### src/rtl/lcd_pkg.sv
`default_nettype none

package lcd_pkg;

	// fixed field widths of the ports
	localparam int MASK_W   = 8;
	localparam int MAX_W    = 16;
	localparam int LOAD_W   = 16;
	localparam int DEST_W   = 3;
	localparam int STATUS_W = 2;
	localparam int CFG_IDX_W = 2;

	// result status codes
	localparam logic [STATUS_W-1:0] STATUS_OK        = 2'd0;
	localparam logic [STATUS_W-1:0] STATUS_FULL      = 2'd1;
	localparam logic [STATUS_W-1:0] STATUS_NONE      = 2'd2;
	localparam logic [STATUS_W-1:0] STATUS_UNDERFLOW = 2'd3;

	// request kinds
	localparam logic MODE_DISPATCH = 1'b0;
	localparam logic MODE_DONE     = 1'b1;

	// selection policies
	localparam logic POLICY_LEAST = 1'b0;
	localparam logic POLICY_RR    = 1'b1;

	// configuration register indexes
	localparam logic [CFG_IDX_W-1:0] REG_POLICY  = 2'd0;
	localparam logic [CFG_IDX_W-1:0] REG_ENABLED = 2'd1;
	localparam logic [CFG_IDX_W-1:0] REG_MAX     = 2'd2;

	// outcome of the destination search
	typedef struct packed {
		logic              found;
		logic [DEST_W-1:0] pick;
	} sel_t;

endpackage

`default_nettype wire

### src/rtl/least_connection_dispatcher.sv
`default_nettype none

// Least-connection dispatcher. Each request is either a dispatch (mode 0),
// which picks an enabled destination and, if its connection count is below
// max_conns, books a connection on it, or a completion (mode 1), which
// releases one connection on done_index, saturating at zero. The policy
// register selects fewest-connections (ties to the lowest index) or round
// robin from a rotating pointer. Exactly one result follows each request, in
// order: dest_index, a status (ok, full, none enabled, underflow) and the
// destination's count after the update. The block takes one request per
// clock while out_ready is high: a request is held in an input stage, the
// search and counter update are combinational and the result lands in an
// output register once that register is free; out_valid is driven from
// that register. The counters sit in
// flip-flops and are updated on the same edge that loads the result, so a
// request directly behind another sees its effect. Only destinations below
// eight can be enabled or completed, so at most eight counters are held
// whatever NUM_DEST is. Configuration writes are taken at any time but must
// only be issued while no request is in flight.
module least_connection_dispatcher #(
	parameter int NUM_DEST    = 8,
	parameter int COUNT_WIDTH = 16
) (
	input  logic                           clk,
	input  logic                           arst_n,
	// configuration write channel
	input  logic                           cfg_valid,
	output logic                           cfg_ready,
	input  logic [lcd_pkg::CFG_IDX_W-1:0]  cfg_index,
	input  logic [lcd_pkg::MAX_W-1:0]      cfg_data,
	// request channel
	input  logic                           in_valid,
	output logic                           in_ready,
	input  logic                           mode,
	input  logic [lcd_pkg::DEST_W-1:0]     done_index,
	// result channel
	output logic                           out_valid,
	input  logic                           out_ready,
	output logic [lcd_pkg::DEST_W-1:0]     dest_index,
	output logic [lcd_pkg::STATUS_W-1:0]   status,
	output logic [lcd_pkg::LOAD_W-1:0]     load
);

	localparam int MASK_W = lcd_pkg::MASK_W;
	localparam int LOAD_W = lcd_pkg::LOAD_W;
	localparam int DEST_W = lcd_pkg::DEST_W;
	localparam int MAX_W  = lcd_pkg::MAX_W;
	// counters that can ever be touched
	localparam int SCAN   = (NUM_DEST < MASK_W) ? NUM_DEST : MASK_W;
	localparam int SEL_W  = $clog2(SCAN);
	localparam int PTR_W  = $clog2(NUM_DEST);
	localparam logic [COUNT_WIDTH-1:0] COUNT_CAP = '1;

	// configuration registers
	logic               policy_q;
	logic [MASK_W-1:0]  enabled_mask_q;
	logic [MAX_W-1:0]   max_conns_q;

	// state
	logic [COUNT_WIDTH-1:0] conn_count_q [SCAN];
	logic [PTR_W-1:0]       rr_ptr_q;

	// input stage
	logic               valid_s1;
	logic               mode_s1;
	logic [DEST_W-1:0]  done_s1;

	// result register
	logic                           out_valid_q;
	logic [DEST_W-1:0]              dest_q;
	logic [lcd_pkg::STATUS_W-1:0]   status_q;
	logic [LOAD_W-1:0]              load_q;

	logic               advance;
	logic               fire;
	lcd_pkg::sel_t      sel;

	// result and update for the request in the input stage
	logic [DEST_W-1:0]              res_dest;
	logic [lcd_pkg::STATUS_W-1:0]   res_status;
	logic [COUNT_WIDTH-1:0]         res_count;
	logic                           upd_en;
	logic [SEL_W-1:0]               upd_idx;
	logic [COUNT_WIDTH-1:0]         upd_val;
	logic                           rr_en;
	logic [PTR_W-1:0]               rr_next;

	// configuration is always taken; unknown indexes are dropped
	assign cfg_ready = 1'b1;

	always_ff @(posedge clk or negedge arst_n) begin
		if (!arst_n) begin
			policy_q       <= lcd_pkg::POLICY_LEAST;
			enabled_mask_q <= MASK_W'(255);
			max_conns_q    <= MAX_W'(5);
		end else if (cfg_valid && cfg_ready) begin
			case (cfg_index)
				lcd_pkg::REG_POLICY:  policy_q       <= cfg_data[0];
				lcd_pkg::REG_ENABLED: enabled_mask_q <= cfg_data[MASK_W-1:0];
				lcd_pkg::REG_MAX:     max_conns_q    <= cfg_data;
				default: ;
			endcase
		end
	end

	// the result register frees up when empty or when its request is taken
	assign advance  = !out_valid_q || out_ready;
	assign fire     = valid_s1 && advance;
	assign in_ready = !valid_s1 || advance;

	// hold the request in the input stage
	always_ff @(posedge clk or negedge arst_n) begin
		if (!arst_n) begin
			valid_s1 <= 1'b0;
		end else if (in_ready) begin
			valid_s1 <= in_valid;
		end
	end

	always_ff @(posedge clk) begin
		if (in_valid && in_ready) begin
			mode_s1 <= mode;
			done_s1 <= done_index;
		end
	end

	lcd_select #(
		.NUM_DEST    (NUM_DEST),
		.COUNT_WIDTH (COUNT_WIDTH)
	) u_select (
		.policy  (policy_q),
		.enabled (enabled_mask_q[SCAN-1:0]),
		.rr_ptr  (rr_ptr_q),
		.counts  (conn_count_q),
		.sel     (sel)
	);

	// work out the result and the single counter update of this request
	always_comb begin
		logic [COUNT_WIDTH-1:0] cnt;
		res_dest   = '0;
		res_status = lcd_pkg::STATUS_OK;
		res_count  = '0;
		upd_en     = 1'b0;
		upd_idx    = '0;
		upd_val    = '0;
		rr_en      = 1'b0;
		rr_next    = '0;
		cnt        = '0;
		if (mode_s1 == lcd_pkg::MODE_DONE) begin
			res_dest = done_s1;
			if (int'(done_s1) >= NUM_DEST) begin
				res_status = lcd_pkg::STATUS_UNDERFLOW;
			end else begin
				upd_idx = SEL_W'(done_s1);
				cnt     = conn_count_q[upd_idx];
				if (cnt == '0) begin
					res_status = lcd_pkg::STATUS_UNDERFLOW;
				end else begin
					upd_en    = 1'b1;
					upd_val   = cnt - COUNT_WIDTH'(1);
					res_count = upd_val;
				end
			end
		end else if (!sel.found) begin
			res_status = lcd_pkg::STATUS_NONE;
		end else begin
			res_dest = sel.pick;
			upd_idx  = SEL_W'(sel.pick);
			cnt      = conn_count_q[upd_idx];
			// advance the pointer past the pick, accepted or not
			rr_en    = (policy_q == lcd_pkg::POLICY_RR);
			rr_next  = (int'(sel.pick) == NUM_DEST - 1) ? '0
				: PTR_W'(sel.pick) + PTR_W'(1);
			if (32'(cnt) < 32'(max_conns_q) && cnt != COUNT_CAP) begin
				upd_en    = 1'b1;
				upd_val   = cnt + COUNT_WIDTH'(1);
				res_count = upd_val;
			end else begin
				res_status = lcd_pkg::STATUS_FULL;
				res_count  = cnt;
			end
		end
	end

	// commit the counter and pointer on the same edge that loads the result
	always_ff @(posedge clk or negedge arst_n) begin
		if (!arst_n) begin
			for (int i = 0; i < SCAN; i++) begin
				conn_count_q[i] <= '0;
			end
			rr_ptr_q <= '0;
		end else if (fire) begin
			if (upd_en) begin
				conn_count_q[upd_idx] <= upd_val;
			end
			if (rr_en) begin
				rr_ptr_q <= rr_next;
			end
		end
	end

	always_ff @(posedge clk or negedge arst_n) begin
		if (!arst_n) begin
			out_valid_q <= 1'b0;
		end else if (advance) begin
			out_valid_q <= valid_s1;
		end
	end

	always_ff @(posedge clk) begin
		if (fire) begin
			dest_q   <= res_dest;
			status_q <= res_status;
			load_q   <= LOAD_W'(res_count);
		end
	end

	assign out_valid  = out_valid_q;
	assign dest_index = dest_q;
	assign status     = status_q;
	assign load       = load_q;

`ifndef SYNTHESIS
	// a blocked input means both stages are full
	a_stall_full: assert property (@(posedge clk) disable iff (!arst_n)
		!in_ready |-> (valid_s1 && out_valid_q))
		else $error("input blocked with a free stage");

	// a counter update always comes with a result
	a_update_result: assert property (@(posedge clk) disable iff (!arst_n)
		(fire && upd_en) |=> out_valid_q)
		else $error("counter updated without a result");

	// the pointer stays within the destination range
	a_rr_range: assert property (@(posedge clk) disable iff (!arst_n)
		int'(rr_ptr_q) < NUM_DEST)
		else $error("round-robin pointer out of range");

	// a successful dispatch never reports an empty destination
	a_dispatch_load: assert property (@(posedge clk) disable iff (!arst_n)
		(fire && mode_s1 == lcd_pkg::MODE_DISPATCH && upd_en) |-> (upd_val != '0))
		else $error("dispatch booked a connection but count is zero");
`endif

endmodule

`default_nettype wire

### src/rtl/lcd_select.sv
`default_nettype none

module lcd_select #(
	parameter int NUM_DEST    = 8,
	parameter int COUNT_WIDTH = 16,
	localparam int SCAN  = (NUM_DEST < lcd_pkg::MASK_W) ? NUM_DEST : lcd_pkg::MASK_W,
	localparam int PTR_W = $clog2(NUM_DEST)
) (
	input  logic                   policy,
	input  logic [SCAN-1:0]        enabled,
	input  logic [PTR_W-1:0]       rr_ptr,
	input  logic [COUNT_WIDTH-1:0] counts [SCAN],
	output lcd_pkg::sel_t          sel
);

	localparam int DEST_W = lcd_pkg::DEST_W;

	lcd_pkg::sel_t least_sel;
	lcd_pkg::sel_t rr_sel;
	logic [SCAN-1:0] upper;

	// fewest connections, strict compare keeps the lowest index on a tie
	always_comb begin
		logic [COUNT_WIDTH-1:0] best;
		best = '0;
		least_sel = '0;
		for (int i = 0; i < SCAN; i++) begin
			if (enabled[i] && (!least_sel.found || counts[i] < best)) begin
				best = counts[i];
				least_sel.found = 1'b1;
				least_sel.pick = DEST_W'(i);
			end
		end
	end

	// first enabled at or after the pointer, else wrap to the lowest enabled
	always_comb begin
		for (int i = 0; i < SCAN; i++) begin
			upper[i] = enabled[i] && (i >= int'(rr_ptr));
		end
	end

	always_comb begin
		rr_sel = '0;
		rr_sel.found = |enabled;
		for (int i = SCAN - 1; i >= 0; i--) begin
			if (enabled[i]) begin
				rr_sel.pick = DEST_W'(i);
			end
		end
		if (|upper) begin
			for (int i = SCAN - 1; i >= 0; i--) begin
				if (upper[i]) begin
					rr_sel.pick = DEST_W'(i);
				end
			end
		end
	end

	assign sel = (policy == lcd_pkg::POLICY_RR) ? rr_sel : least_sel;

endmodule

`default_nettype wire
### config.mk
export PLATFORM = sky130hd
export DESIGN_NAME = least_connection_dispatcher
export DESIGN_NICKNAME = d
export VERILOG_FILES = /design/src/rtl/lcd_pkg.sv /design/src/rtl/least_connection_dispatcher.sv /design/src/rtl/lcd_select.sv
export SDC_FILE = /design/constraint.sdc
export NUM_CORES = 1
export LEC_CHECK = 0
export BUFFER_PORTS_ARGS = -buffer_cell sky130_fd_sc_hd__buf_2
export CELL_PAD_IN_SITES_DETAIL_PLACEMENT = 1
export CELL_PAD_IN_SITES_GLOBAL_PLACEMENT = 2
export CORE_MARGIN = 4
export CORE_UTILIZATION = 27
export DETAILED_ROUTE_END_ITERATION = 12
export PLACE_DENSITY = 0.66
export SLEW_MARGIN = 20
export SYNTH_ARGS = -nofsm -noshare
export SYNTH_HDL_FRONTEND = slang
export SYNTH_SLANG_ARGS = --single-unit
### constraint.sdc
create_clock -name clk -period 49.5 [get_ports clk]
set_clock_uncertainty 0.15 [all_clocks]
set_input_delay 2.475 -clock clk [delete_from_list [all_inputs] [get_ports clk]]
set_output_delay 2.475 -clock clk [all_outputs]
set_load 0.02 [all_outputs]
==> results of run 1 <==
[stage by stage]
stage | setup slack [ns] | util (%) | area (um^2)
after floorplan | 29.23 | - | 15000
after global placement | 27.21 | 29.1 | 16000
after detailed placement | 26.66 | 29.1 | 16000
after CTS | 26.53 | 30.2 | 16600
after global routing | 25.25 | 30.2 | 16600
final | 26.80 | 30.2 | 16600
[cells by family after synthesis]
logic type | count (synthesis)
flip-flops | 183
AO/OA/AOI/OAI | 343
XOR/XNOR | 33
adder cells (fa/ha/maj) | 124
buffers and inverters | 192
multiplexers | 255
other | 1
AND/OR/NAND/NOR | 384
[cell usage after synthesis (9+ instances only)]
library cell / number
nand2_1: 120
xnor2_1: 28
mux2_1: 14
nor2_1: 99
nand4_1: 30
mux2_4: 20
dfrtp_1: 148
o21bai_1: 12
mux2i_1: 93
o211ai_1: 18
dfstp_2: 10
buf_6: 11
a22oi_1: 18
nor3_1: 20
nand2b_1: 9
mux2_2: 96
buf_2: 10
ha_1: 124
a21oi_1: 83
nand3_1: 35
inv_1: 125
a2bb2oi_1: 28
o21ai_0: 57
clkbuf_1: 33
mux4_2: 32
edfxtp_1: 25
a21o_1: 33
[state kept, by name, indices dropped and copies added, names as in the netlist]
signal	count
conn_count_q	128
dest_index	3
status	2
policy_q	1
valid_s1	1
out_valid	1
mode_s1	1
max_conns_q	16
rr_ptr_q	3
enabled_mask_q	8
load	16
done_s1	3
[cell type report]
| cell class | count | share of cell area, % |
|---|---|---|
| multi-input cells | 1140 | 57.0 |
| flip-flops and latches | 183 | 28.4 |
| well taps | 748 | 5.63 |
| clock buffers | 21 | 2.84 |
| inverters | 125 | 2.82 |
| repair buffers | 73 | 2.60 |
| clock inverters | 11 | 0.730 |
[layout by cell type, fill, tap and decap left out, types with 9 or more instances in the layout]
cell,count
clkbuf_16,18
ha_1,124
a21o_1,33
nand2_1,120
o21ai_0,56
nand2b_1,9
buf_4,24
dfrtp_1,148
nor3_1,19
edfxtp_1,25
o211ai_1,18
dfstp_2,10
mux2_1,14
mux4_2,32
nand3_1,35
mux2_4,20
o21bai_1,12
nor2_1,99
nand4_1,30
inv_1,125
buf_2,48
xnor2_1,28
a21oi_1,82
mux2i_1,93
a2bb2oi_1,28
mux2_2,96
a22oi_1,18
[how the worst max path moves through the flow]
stage	from	to	slack (ns)	cells past startpoint
4_1_cts	enabled_mask_q[0]	conn_count_q[68]	26.53	84
2_1_floorplan	enabled_mask_q[0]	conn_count_q[38]	29.23	96
3_3_place_gp	enabled_mask_q[0]	conn_count_q[68]	27.21	85
3_5_place_dp	enabled_mask_q[0]	conn_count_q[67]	26.66	84
5_1_grt	enabled_mask_q[0]	conn_count_q[67]	25.25	84
6_report	enabled_mask_q[0]	conn_count_q[22]	26.80	84
[metal layers]
metal	routed length (um)	part of all wire, %
met3	2430	4.1
met1	25200	43
met5	0	0
met4	2310	3.9
met2	29100	49
==> flow_summary.ini, run 1 <==
[clocking]
cts_tree = done
cts_buffers = 17
path_clk_slew_ns = 0.06
htreeDepth = 4
clk_latency_ns = 0.48
clock_path_buffers = 2
cts_setup_buffers = 0
ctsHoldBuffers = 0
cts.root.buffer_cell = clkbuf_16
clkSinkCount = 183
cts_resized = 0

[global_route]
grt_busiest_layer = met2
grt_max_degree = 56
grt_overflow = 0
grt_pass1_vias = 13000
met2_usage_pct = 34.2
grt_pass1_wl_um = 87800
antenna_found_initial = 0
use_met1_pct = 25.0
gr-usage-all-layers_pct = 19.8
met3_usage_pct = 2.88

[synthesis]
yosys.area.top_type_share_pct = 24.6
synth-compound-area-share_pct = 16.1
syn_area_mm2 = 0.0150
yosys_warnings = 0
synth_edf_count = 25
synthCells = 1515
ys.flop_type = dfrtp_1
syn_avg_cell_area_um2 = 9.92
synthAdderAreaFrac_pct = 10.3
synth_top_family_by_area = multiplexers
synthesis.nets = 1666
synthMuxAreaShare_pct = 21.2
yosys-top-cells-area = dfrtp_1, ha_1, mux2_2, mux2i_1, edfxtp_1
yosysSeqAreaShare_pct = 31.4
synth-async-reset-ratio_pct = 86.3
synth_xor_area_share_pct = 1.92
ys_ff_latch = 183
yosys.area.top_type = dfrtp_1
synthSimpleGateAreaFrac_pct = 13.2
synth_cell_types = 90

[drt]
route.antenna.remaining_nets = 0
wl_per_cell_um = 25.6
drc_errors = 0
vias = 12500
dr.pass1.iters = 5
routed_wl_um = 59000
viasPerCell = 5.42
drtIter0Drc = 766

[sta]
fmax_mhz = 44.0
post-route-period-util_pct = 45.9
tightest_slew_ns = 1.13
post-route-min-period_ns = 22.70
tns_ns = 0
slew_violations = 0
slew_headroom_pct = 24.4
setup-violations-final = 0
holdWs_ns = 0.358
rsz0062_at_grt = no
hold_violations = 0

[setup_path]
critPathBufInv = 12
worstPathMaxFanout = 43
arrival_ns = 22.91
reg2reg_to = conn_count_q[22]
crit-reg2reg-launch = enabled_mask_q[0]
cp-start-kind = register
rr_worst_depth = 84
slowest_stage = nor3_4
critPathMaxStageDelay_ns = 0.98
cpLargestDelayFamily = compound AO/OA/AOI/OAI gates
reg2reg_slack_ns = 26.80
crit_required_ns = 49.71
end_kind = register
critPathKind = register to register

[job]
cap_violations = 0

[place]
dp.cells = 2269
portBuffers = 49
gp_congestion = 0.886
dpl.hpwl_um = 46700

[layout]
seq_area_mm2 = 0.00472
antenna_cells = 0
nFillCells = 6392
area_growth_pct = 10.7
multi_input_area_mm2 = 0.00949
finalNetCount = 1691
layout.cells.non_filler = 2301
drive_gt1_share_pct = 19.9

[die]
fp.dieW_um = 244
num_rows = 86
die-area_mm2 = 0.0595
fp.coreArea_mm2 = 0.0551
die_y_um = 244
start_util_pct = 27.3
pin_count = 51

[hold_path]
worst_hold_path_type = register to register
min_from = max_conns_q[14]
worst_hold_path.num_cells = 1
min_to = max_conns_q[14]

[outcome]
status = complete, no violations
Power of run 1 is left out: the tool's default activity adds up to more than one toggle a clock period on the data nets, which glitch-free logic cannot reach.
==> run 2: changes to the inputs <==
==> constraint.sdc (replaced) <==
create_clock -name clk -period 23.5 [get_ports clk]
set_clock_uncertainty 0.15 [all_clocks]
set_input_delay 1.175 -clock clk [delete_from_list [all_inputs] [get_ports clk]]
set_output_delay 1.175 -clock clk [all_outputs]
set_load 0.02 [all_outputs]
==> flow_summary.ini, run 2 (synthesis gave the netlist of run 1 again) <==
[sta]
slew_violations = 0
hold_violations = 0
tightest_slew_ns = 1.09
post-route-period-util_pct = 92.7
post-route-min-period_ns = 21.78
fmax_mhz = 45.9
layout_setup_ws_ns = 1.72
setup-violations-final = 0
slew_headroom_pct = 27.6
rsz0062_at_grt = no

[clocking]
path_clk_slew_ns = 0.08
cts_buffers = 17
clk_latency_ns = 0.49
cts.root.buffer_cell = clkbuf_16
clock_path_buffers = 2
ctsHoldBuffers = 0
htreeDepth = 4
clkSinkCount = 183
cts_tree = done

[place]
portBuffers = 49
place_area_mm2 = 0.0160
dpl.hpwl_um = 46300
dp.cells = 2266
place_ws_ns = -0.287
gp_congestion = 0.913

[setup_path]
slowest_stage = o31ai_4
crit_top_cell = a21oi_1
cp-start-kind = register
crit_required_ns = 23.72
end_kind = register
arrival_ns = 21.99
worstPathMaxFanout = 37
critPathMaxStageDelay_ns = 0.93
critPathKind = register to register

[drt]
drtIter0Drc = 845
viasPerCell = 5.42
wl_per_cell_um = 25.6
routed_wl_um = 59100
dr.pass1.iters = 6
drc_errors = 0
route.antenna.remaining_nets = 0
vias = 12500

[layout]
drive_gt1_share_pct = 20.9
antenna_cells = 0
finalNetCount = 1703
final_common_cell = dfrtp_1
area_growth_pct = 12.8
top_register = conn_count_q
largest_reg_flops = 128
layout.cells.non_filler = 2313
fin_area_mm2 = 0.0169
most-common-layout-cells = dfrtp_1, inv_1, ha_1

[die]
num_rows = 86
pin_count = 51
die_y_um = 244
fp.dieW_um = 244
die-area_mm2 = 0.0595
fp.coreArea_mm2 = 0.0551
start_util_pct = 27.3

[global_route]
grt_max_degree = 56
grt_pass1_vias = 12800
grt_pass1_wl_um = 86600
gr-usage-all-layers_pct = 19.6
antenna_found_initial = 0
grt_overflow = 0

[outcome]
status = complete, no violations

[job]
cap_violations = 0

[hold_path]
worst_hold_path_type = register to register
[run 2: changes by cell type in the layout (fill, tap and decap cells not counted), moves of 2 or more]
cell      change
buf_12        +8
o22ai_2       +4
clkinv_2      -4
a31oi_4       +2
o21ai_1       -2
o22ai_1       -4
o21ai_2       +2
inv_6         +3
[run 2: through the flow]
| stage | hold WS [ns] | TNS, ns | utilization [%] |
|---|---|---|---|
| finish | 0.356 | 0 | 30.8 |
| CTS | 0.364 | 0 | 30.3 |
| detailed placement | 0.351 | -15.86 | 29.1 |
| global placement | 0.336 | -5.97 | 29.1 |
| global route | 0.379 | 0 | 30.8 |
| floorplan | 0.307 | 0 | - |
[run 2: worst paths after layout]
kind	cells past startpoint	end	slack [ns]	startpoint
hold reg to reg	1	out_valid	0.36	valid_s1
min in group asynchronous	1	max_conns_q[11]	0.48	arst_n
setup reg to reg	88	conn_count_q[36]	1.72	enabled_mask_q[0]
setup / recovery	88	conn_count_q[36]	1.72	enabled_mask_q[0]
max in group asynchronous	3	conn_count_q[98]	20.82	arst_n
hold / removal	1	out_valid	0.36	valid_s1
[run 2: cell type report]
cell class,instances,area [um^2]
Sequential cell,183,4720
Clock inverter,11,138
Inverter,125,469
Multi-Input combinational cell,1142,9600
Clock buffer,21,460
Fill cell,6330,38100
Tap cell,748,936
Timing Repair Buffer,83,627
[run 2: what timing repair did]
item	4_1_cts	5_1_grt
buffers inserted	2	10
gates cloned	0	2
setup endpoints to repair	130	145
gates resized for setup	2	13
pin swaps	1	11
[run 2: layer usage]
layer | track usage [%] | part of all wire [%]
met5 | 0 | 0
met2 | 33.1 | 48
met1 | 26.1 | 45
met3 | 2.33 | 3.6
met4 | 6.53 | 3.1
[run 2: worst max-delay path: cells and delay by family (launching register included)]
family	cells	cell delay [ns]
compound gates	44	11.13
simple gates	22	3.88
buf+inv	11	2.12
fa+ha+maj	8	2.31
flops	1	0.87
mux	3	1.05
Power of run 2 is left out for the same reason.
